## src/sv/spq_pkg.sv

```systemverilog
package spq_pkg;

  localparam int unsigned QUEUE_DEPTH = 16;

  localparam int unsigned ID_W  = 16;
  localparam int unsigned PRI_W = 8;
  localparam int unsigned REM_W = 16;
  localparam int unsigned KEY_W = 16;
  localparam int unsigned OCC_W = 5;

  typedef enum logic {
    CMD_PUSH = 1'b0,
    CMD_POP  = 1'b1
  } cmd_e;

  typedef enum logic {
    KEY_REMAINING = 1'b0,
    KEY_PRIORITY  = 1'b1
  } key_sel_e;

  typedef enum logic [1:0] {
    ST_DONE  = 2'd0,
    ST_FULL  = 2'd1,
    ST_EMPTY = 2'd2
  } status_e;

  typedef struct packed {
    logic [ID_W-1:0]  id;
    logic [PRI_W-1:0] pri;
    logic [REM_W-1:0] rem;
  } entry_t;

  // broadcast to every cell in the chain
  typedef struct packed {
    logic     push;
    logic     pop;
    key_sel_e key_sel;
    entry_t   ent;
  } cell_ctrl_t;

  function automatic logic [KEY_W-1:0] key_of(entry_t e, key_sel_e sel);
    logic [KEY_W-1:0] k;
    if (sel == KEY_PRIORITY) begin
      k = KEY_W'(e.pri);
    end else begin
      k = e.rem;
    end
    return k;
  endfunction

endpackage

```

## src/sv/spq_cell.sv

```systemverilog
module spq_cell (
  input  logic               clk_i,
  input  spq_pkg::cell_ctrl_t ctrl_i,
  input  logic               occupied_i,
  input  logic               found_i,
  input  spq_pkg::entry_t    left_i,
  input  spq_pkg::entry_t    right_i,
  output logic               found_o,
  output spq_pkg::entry_t    ent_o
);

  spq_pkg::entry_t ent_q;
  spq_pkg::entry_t ent_d;
  logic            cond;

  // insert point: first slot that is free or holds a strictly greater key
  assign cond = !occupied_i ||
                (spq_pkg::key_of(ent_q, ctrl_i.key_sel) >
                 spq_pkg::key_of(ctrl_i.ent, ctrl_i.key_sel));
  assign found_o = found_i || cond;

  always_comb begin
    ent_d = ent_q;
    if (ctrl_i.push) begin
      if (found_i) begin
        ent_d = left_i;
      end else if (cond) begin
        ent_d = ctrl_i.ent;
      end
    end else if (ctrl_i.pop) begin
      ent_d = right_i;
    end
  end

  always_ff @(posedge clk_i) begin
    ent_q <= ent_d;
  end

  assign ent_o = ent_q;

endmodule

```

## src/sv/stable_priority_queue.sv

```systemverilog
// sorted-list priority queue built as a row of shift cells, one record per cell.
// a push compares its key against every cell at once and the cells from the insert
// point onward shift one place toward the tail; a pop shifts every cell one place
// toward the head. equal keys keep arrival order, and the ordering key (remaining
// time or priority) is taken from the key_select register at each push. the block
// takes one item per clock: the whole chain updates in the cycle the item is
// accepted, and the result appears in the output register on the next cycle.
// throughput is bounded only by the output register, so a held result stalls input.
// a push into a full queue leaves it unchanged with status full; a pop from an
// empty queue returns status empty with zero popped fields. write key_select only
// while no item is in flight; entries already held keep their order.
module stable_priority_queue #(
  parameter int unsigned QueueDepth = spq_pkg::QUEUE_DEPTH
) (
  input  logic                       clk_i,
  input  logic                       rst_ni,
  // configuration
  input  logic                       cfg_valid_i,
  output logic                       cfg_ready_o,
  input  logic                       cfg_data_i,
  // input items
  input  logic                       in_valid_i,
  output logic                       in_stall_o,
  input  logic                       command_i,
  input  logic [spq_pkg::ID_W-1:0]   process_id_i,
  input  logic [spq_pkg::PRI_W-1:0]  priority_in_i,
  input  logic [spq_pkg::REM_W-1:0]  remaining_in_i,
  // result items
  output logic                       out_valid_o,
  input  logic                       out_stall_i,
  output logic [1:0]                 status_o,
  output logic [spq_pkg::ID_W-1:0]   popped_id_o,
  output logic [spq_pkg::PRI_W-1:0]  popped_priority_o,
  output logic [spq_pkg::REM_W-1:0]  popped_remaining_o,
  output logic [spq_pkg::ID_W-1:0]   head_id_o,
  output logic [spq_pkg::PRI_W-1:0]  head_priority_o,
  output logic [spq_pkg::REM_W-1:0]  head_remaining_o,
  output logic                       is_empty_o,
  output logic [spq_pkg::OCC_W-1:0]  occupancy_o
);

  localparam int unsigned CntW = $clog2(QueueDepth + 1);

  // key select register, always ready
  spq_pkg::key_sel_e key_sel_q;

  assign cfg_ready_o = 1'b1;

  always_ff @(posedge clk_i or negedge rst_ni) begin
    if (!rst_ni) begin
      key_sel_q <= spq_pkg::KEY_REMAINING;
    end else if (cfg_valid_i && cfg_ready_o) begin
      key_sel_q <= spq_pkg::key_sel_e'(cfg_data_i);
    end
  end

  // handshake: input waits only while a result is held downstream
  logic out_valid_q;
  logic accept;
  logic is_push;
  logic full;
  logic empty;
  logic push_ok;
  logic pop_ok;

  logic [CntW-1:0] count_q;
  logic [CntW-1:0] count_d;

  assign in_stall_o = out_valid_q && out_stall_i;
  assign accept     = in_valid_i && !in_stall_o;
  assign is_push    = (spq_pkg::cmd_e'(command_i) == spq_pkg::CMD_PUSH);
  assign full       = (count_q == CntW'(QueueDepth));
  assign empty      = (count_q == '0);
  assign push_ok    = accept && is_push && !full;
  assign pop_ok     = accept && !is_push && !empty;

  // cell chain
  spq_pkg::cell_ctrl_t ctrl;
  spq_pkg::entry_t     new_ent;
  spq_pkg::entry_t     cell_ent [QueueDepth];
  logic [QueueDepth:0] found;

  assign new_ent.id  = process_id_i;
  assign new_ent.pri = priority_in_i;
  assign new_ent.rem = remaining_in_i;

  assign ctrl.push    = push_ok;
  assign ctrl.pop     = pop_ok;
  assign ctrl.key_sel = key_sel_q;
  assign ctrl.ent     = new_ent;

  assign found[0] = 1'b0;

  for (genvar i = 0; i < QueueDepth; i++) begin : g_cell
    spq_pkg::entry_t left;
    spq_pkg::entry_t right;
    logic            occupied;

    // slots below the count hold records, the rest are free
    assign occupied = (count_q > CntW'(i));

    if (i == 0) begin : g_head
      assign left = new_ent;
    end else begin : g_mid
      assign left = cell_ent[i-1];
    end

    if (i == QueueDepth - 1) begin : g_tail
      assign right = '0;
    end else begin : g_body
      assign right = cell_ent[i+1];
    end

    spq_cell u_cell (
      .clk_i      (clk_i),
      .ctrl_i     (ctrl),
      .occupied_i (occupied),
      .found_i    (found[i]),
      .left_i     (left),
      .right_i    (right),
      .found_o    (found[i+1]),
      .ent_o      (cell_ent[i])
    );
  end

  // occupancy
  always_comb begin
    count_d = count_q;
    if (push_ok) begin
      count_d = count_q + CntW'(1);
    end else if (pop_ok) begin
      count_d = count_q - CntW'(1);
    end
  end

  always_ff @(posedge clk_i or negedge rst_ni) begin
    if (!rst_ni) begin
      count_q <= '0;
    end else begin
      count_q <= count_d;
    end
  end

  // result assembly, head is the chain's first slot after the update
  spq_pkg::status_e status_d;
  spq_pkg::entry_t  popped_d;
  spq_pkg::entry_t  head_d;

  always_comb begin
    status_d = spq_pkg::ST_DONE;
    popped_d = '0;
    head_d   = empty ? '0 : cell_ent[0];
    if (is_push) begin
      if (full) begin
        status_d = spq_pkg::ST_FULL;
      end else if (found[1]) begin
        // new record lands at the head
        head_d = new_ent;
      end else begin
        head_d = cell_ent[0];
      end
    end else begin
      if (empty) begin
        status_d = spq_pkg::ST_EMPTY;
      end else begin
        popped_d = cell_ent[0];
        head_d   = (count_q > CntW'(1)) ? cell_ent[1] : '0;
      end
    end
  end

  // output register
  logic                      out_valid_d;
  spq_pkg::status_e          status_q;
  spq_pkg::entry_t           popped_q;
  spq_pkg::entry_t           head_q;
  logic                      is_empty_q;
  logic [spq_pkg::OCC_W-1:0] occ_q;

  assign out_valid_d = accept || (out_valid_q && out_stall_i);

  always_ff @(posedge clk_i or negedge rst_ni) begin
    if (!rst_ni) begin
      out_valid_q <= 1'b0;
    end else begin
      out_valid_q <= out_valid_d;
    end
  end

  always_ff @(posedge clk_i) begin
    if (accept) begin
      status_q   <= status_d;
      popped_q   <= popped_d;
      head_q     <= head_d;
      is_empty_q <= (count_d == '0);
      occ_q      <= spq_pkg::OCC_W'(count_d);
    end
  end

  assign out_valid_o        = out_valid_q;
  assign status_o           = status_q;
  assign popped_id_o        = popped_q.id;
  assign popped_priority_o  = popped_q.pri;
  assign popped_remaining_o = popped_q.rem;
  assign head_id_o          = head_q.id;
  assign head_priority_o    = head_q.pri;
  assign head_remaining_o   = head_q.rem;
  assign is_empty_o         = is_empty_q;
  assign occupancy_o        = occ_q;

endmodule

```

## config.mk

```make
export PLATFORM = sky130hd
export DESIGN_NAME = stable_priority_queue
export DESIGN_NICKNAME = d
export VERILOG_FILES = /design/src/sv/spq_pkg.sv /design/src/sv/spq_cell.sv /design/src/sv/stable_priority_queue.sv
export SDC_FILE = /design/constraint.sdc
export NUM_CORES = 2
export LEC_CHECK = 0
export ABC_AREA = 1
export BUFFER_PORTS_ARGS = -buffer_cell sky130_fd_sc_hd__buf_2
export CAP_MARGIN = 20
export CELL_PAD_IN_SITES_DETAIL_PLACEMENT = 1
export CELL_PAD_IN_SITES_GLOBAL_PLACEMENT = 1
export CORE_ASPECT_RATIO = 1.4
export CORE_MARGIN = 2
export CORE_UTILIZATION = 44
export CTS_CLUSTER_DIAMETER = 40
export DETAILED_ROUTE_END_ITERATION = 16
export PLACE_DENSITY = 0.87
export SYNTH_ARGS = -nofsm -noshare
export SYNTH_HDL_FRONTEND = slang
export SYNTH_SLANG_ARGS = --single-unit
export TNS_END_PERCENT = 10
```

## constraint.sdc

```tcl
create_clock -name clk_i -period 8.5 [get_ports clk_i]
set_input_delay 0.425 -clock clk_i [delete_from_list [all_inputs] [get_ports clk_i]]
set_output_delay 0.425 -clock clk_i [all_outputs]
set_load 0.02 [all_outputs]
```

==> impl_metrics.json <==
{
  "drc": 0,
  "syn-cell-area_mm2": 0.04389,
  "io_pins": 138,
  "firstDrtPassIters": 6,
  "synth_top_cell_by_area": "edfxtp_1",
  "timing.final.crit_share_pct": 84.69,
  "critical_path_class": "flip-flop to flip-flop",
  "wl_per_cell_um": 27.43,
  "die_h_um": 377.7,
  "slew_headroom_pct": 16.36,
  "drive_above_1_share_pct": 8.759,
  "crit_path_start_kind": "flip-flop",
  "skew_ps": 36.14,
  "gp_congestion": 0.9265,
  "syn_area_per_cell_um2": 8.830,
  "cts-root-buf": "clkbuf_16",
  "ys_ff_latch": 735,
  "worstPathRequired_ps": 8950,
  "cts_buffer_depth": 3,
  "setup_viol": 0,
  "cts.clk_slew.worst_paths_ps": 60,
  "yosysUniqueCellTypes": 48,
  "syn-num-nets": 5264,
  "ys_async_sr_fraction_pct": 0.9524,
  "die_x_um": 270.9,
  "powerDensity_mw_per_mm2": 259.1,
  "grt-ovfl-total": 0,
  "worstHoldPathType": "input pin to flip-flop",
  "max_freq_mhz": 138.9,
  "slew_viol_final": 0,
  "ir_drop_v": 0.0001782,
  "synth_ff_type": "edfxtp_1",
  "htree_levels": 3,
  "fin_cells": 6359,
  "hold_viol_final": 0,
  "drt-total-wl_um": 174500,
  "grt_max_degree": 214,
  "cp_num_buf_inv": 5,
  "drt-initial-drc-count": 4261,
  "vias_per_cell": 6.449,
  "design.core.area_mm2": 0.09925,
  "rows": 137,
  "syn_to_final_growth_pct": 12.77,
  "synth_edf_count": 728,
  "status": "complete, no violations",
  "port-buffer-count": 136,
  "ys_seq_area_share_pct": 50.21,
  "synth_top_cell_area_share_pct": 49.81,
  "crit_top_cell": "nand2_1",
  "yosysWarnings": 0,
  "antenna_found_initial": 8,
  "post_cts_buffers": 0,
  "worst-path-max-fanout": 82,
  "track_usage_pct": 33.54,
  "post-synth-top-count-cell": "nand2_1",
  "leakage_nw": 20.12,
  "worst_ep_arrival_time_ps": 7640,
  "dp_cells": 6147,
  "tns_ps": 0,
  "drtAntennaViolNets": 0,
  "grt_pass1_vias": 43228,
  "grt_pass1_wl_um": 262200,
  "cp-end-kind": "flip-flop",
  "synthTopCellsByCount": "1135 x nand2_1, 728 x edfxtp_1, 556 x nand3_1",
  "worstMarginPinSlew_ps": 1255,
  "cts_tree": "built",
  "clock_latency_ps": 720,
  "postSynthCellCount": 4970,
  "crit_family": "simple AND/OR/NAND/NOR gates",
  "grt_setup_unrepaired": "false",
  "num_vias": 41011,
  "numCtsBuffers": 109,
  "cpPeakStageDelay_ps": 830,
  "crit_slowest_cell": "nor2_4",
  "cts_sinks": 735,
  "fp.dieArea_mm2": 0.1023,
  "period_needed_ps": 7199,
  "max-cap-violations": 0,
  "fin_nets": 5238,
  "synth_area_leaders": "edfxtp_1 50%, nand2_1 9.7%, ha_1 7.0%",
  "hpwl_um": 118000,
  "initial_core_util_pct": 44.22
}
area by class of cell:
cell class              instances  area (µm²)
diodes                          4       10.01
clock buffers                 131        2874
clock inverters                71       828.3
fillers                     11340       49760
inverters                     474        1787
multi-input cells            3394       18780
flip-flops and latches        735       22040
well taps                    1320        1652
repair buffers                230        1519
path summary, 6_finish.rpt:
check                                            startpoint                           to  slack, ps  cells after the start
min in group asynchronous                            rst_ni                  out_valid_o        120                      2
worst min register to register  g_cell[15].u_cell.ent_o[36]  g_cell[14].u_cell.ent_o[36]        530                      2
max in group asynchronous                            rst_ni                    key_sel_q       8140                      2
worst max-delay path                              key_sel_q  g_cell[15].u_cell.ent_o[24]       1300                     26
worst max register to register                    key_sel_q  g_cell[15].u_cell.ent_o[24]       1300                     26
worst min-delay path                              command_i                  status_o[0]         90                      2
flip-flops by register name, indices dropped and copies added (netlist names), 5 cells and up:
name                 cells
count_q                  5
g_cell.u_cell.ent_o    640
head_id_o               16
head_priority_o          8
head_remaining_o        16
occupancy_o              5
popped_id_o             16
popped_priority_o        8
popped_remaining_o      16
metrics by stage:
stage               setup WS, ps  power (W)  cell area [µm²]  util, %  hold WS [ps]
floorplan                  704.9   0.006866            43890        -         129.4
global placement            1765   0.007879            45640    45.99         288.5
detailed placement          1536   0.008043            45710    46.06         286.4
CTS                         1391    0.01274            49460    49.84         79.96
global route               909.5    0.01326            49480    49.86         88.10
finish                      1301    0.01283            49490    49.87         93.48
kinds of logic (layout without fill, tap and decap cells):
| family | Yosys count | in the layout | share of synthesized area, % |
|---|---|---|---|
| other | 1 | 5 | 0.008545 |
| adders and majority gates | 247 | 247 | 7.042 |
| muxes | 6 | 6 | 0.1369 |
| DFF | 735 | 735 | 50.21 |
| and+or+nand+nor | 2103 | 2103 | 20.31 |
| buffers and inverters | 841 | 906 | 7.338 |
| xor gates and xnor gates | 3 | 3 | 0.05988 |
| AOI/OAI and AO/OA | 1034 | 1034 | 14.89 |
power breakdown:
part           switching, W  internal (W)
combinational       0.00225      0.000862
sequential         0.000336       0.00468
clock               0.00184       0.00285
total               0.00443       0.00840
metal layers:
layer	share of wire (%)	up-vias	global-route usage, %	routed length, µm
met3	6.8	863	5.257	11870
met5	0.040	-	0	69
met1	34	20284	36.54	60110
met2	48	2270	56.57	84560
li1	-	17584	-	-
met4	10	10	29.89	17850
cells in the final DEF, fill, tap and decap left out, types with 112 or more instances in the layout:
master	netlist	routed
inv_1	449	445
a21oi_1	186	183
ha_1	247	247
o21ai_0	376	368
edfxtp_1	728	728
nor2_1	300	289
nand3_1	556	555
clkbuf_16	0	112
nand2_1	1135	1132
buf_2	13	136
o211ai_1	159	159
o221ai_1	165	165
what timing repair did:
item / 4_1_cts / 5_1_grt
endpoints found under the hold margin: 9 / 0
resized for setup: 0 / 0
hold buffers: 5 / 0
No activity file was read; power rests on OpenSTA's default activity.
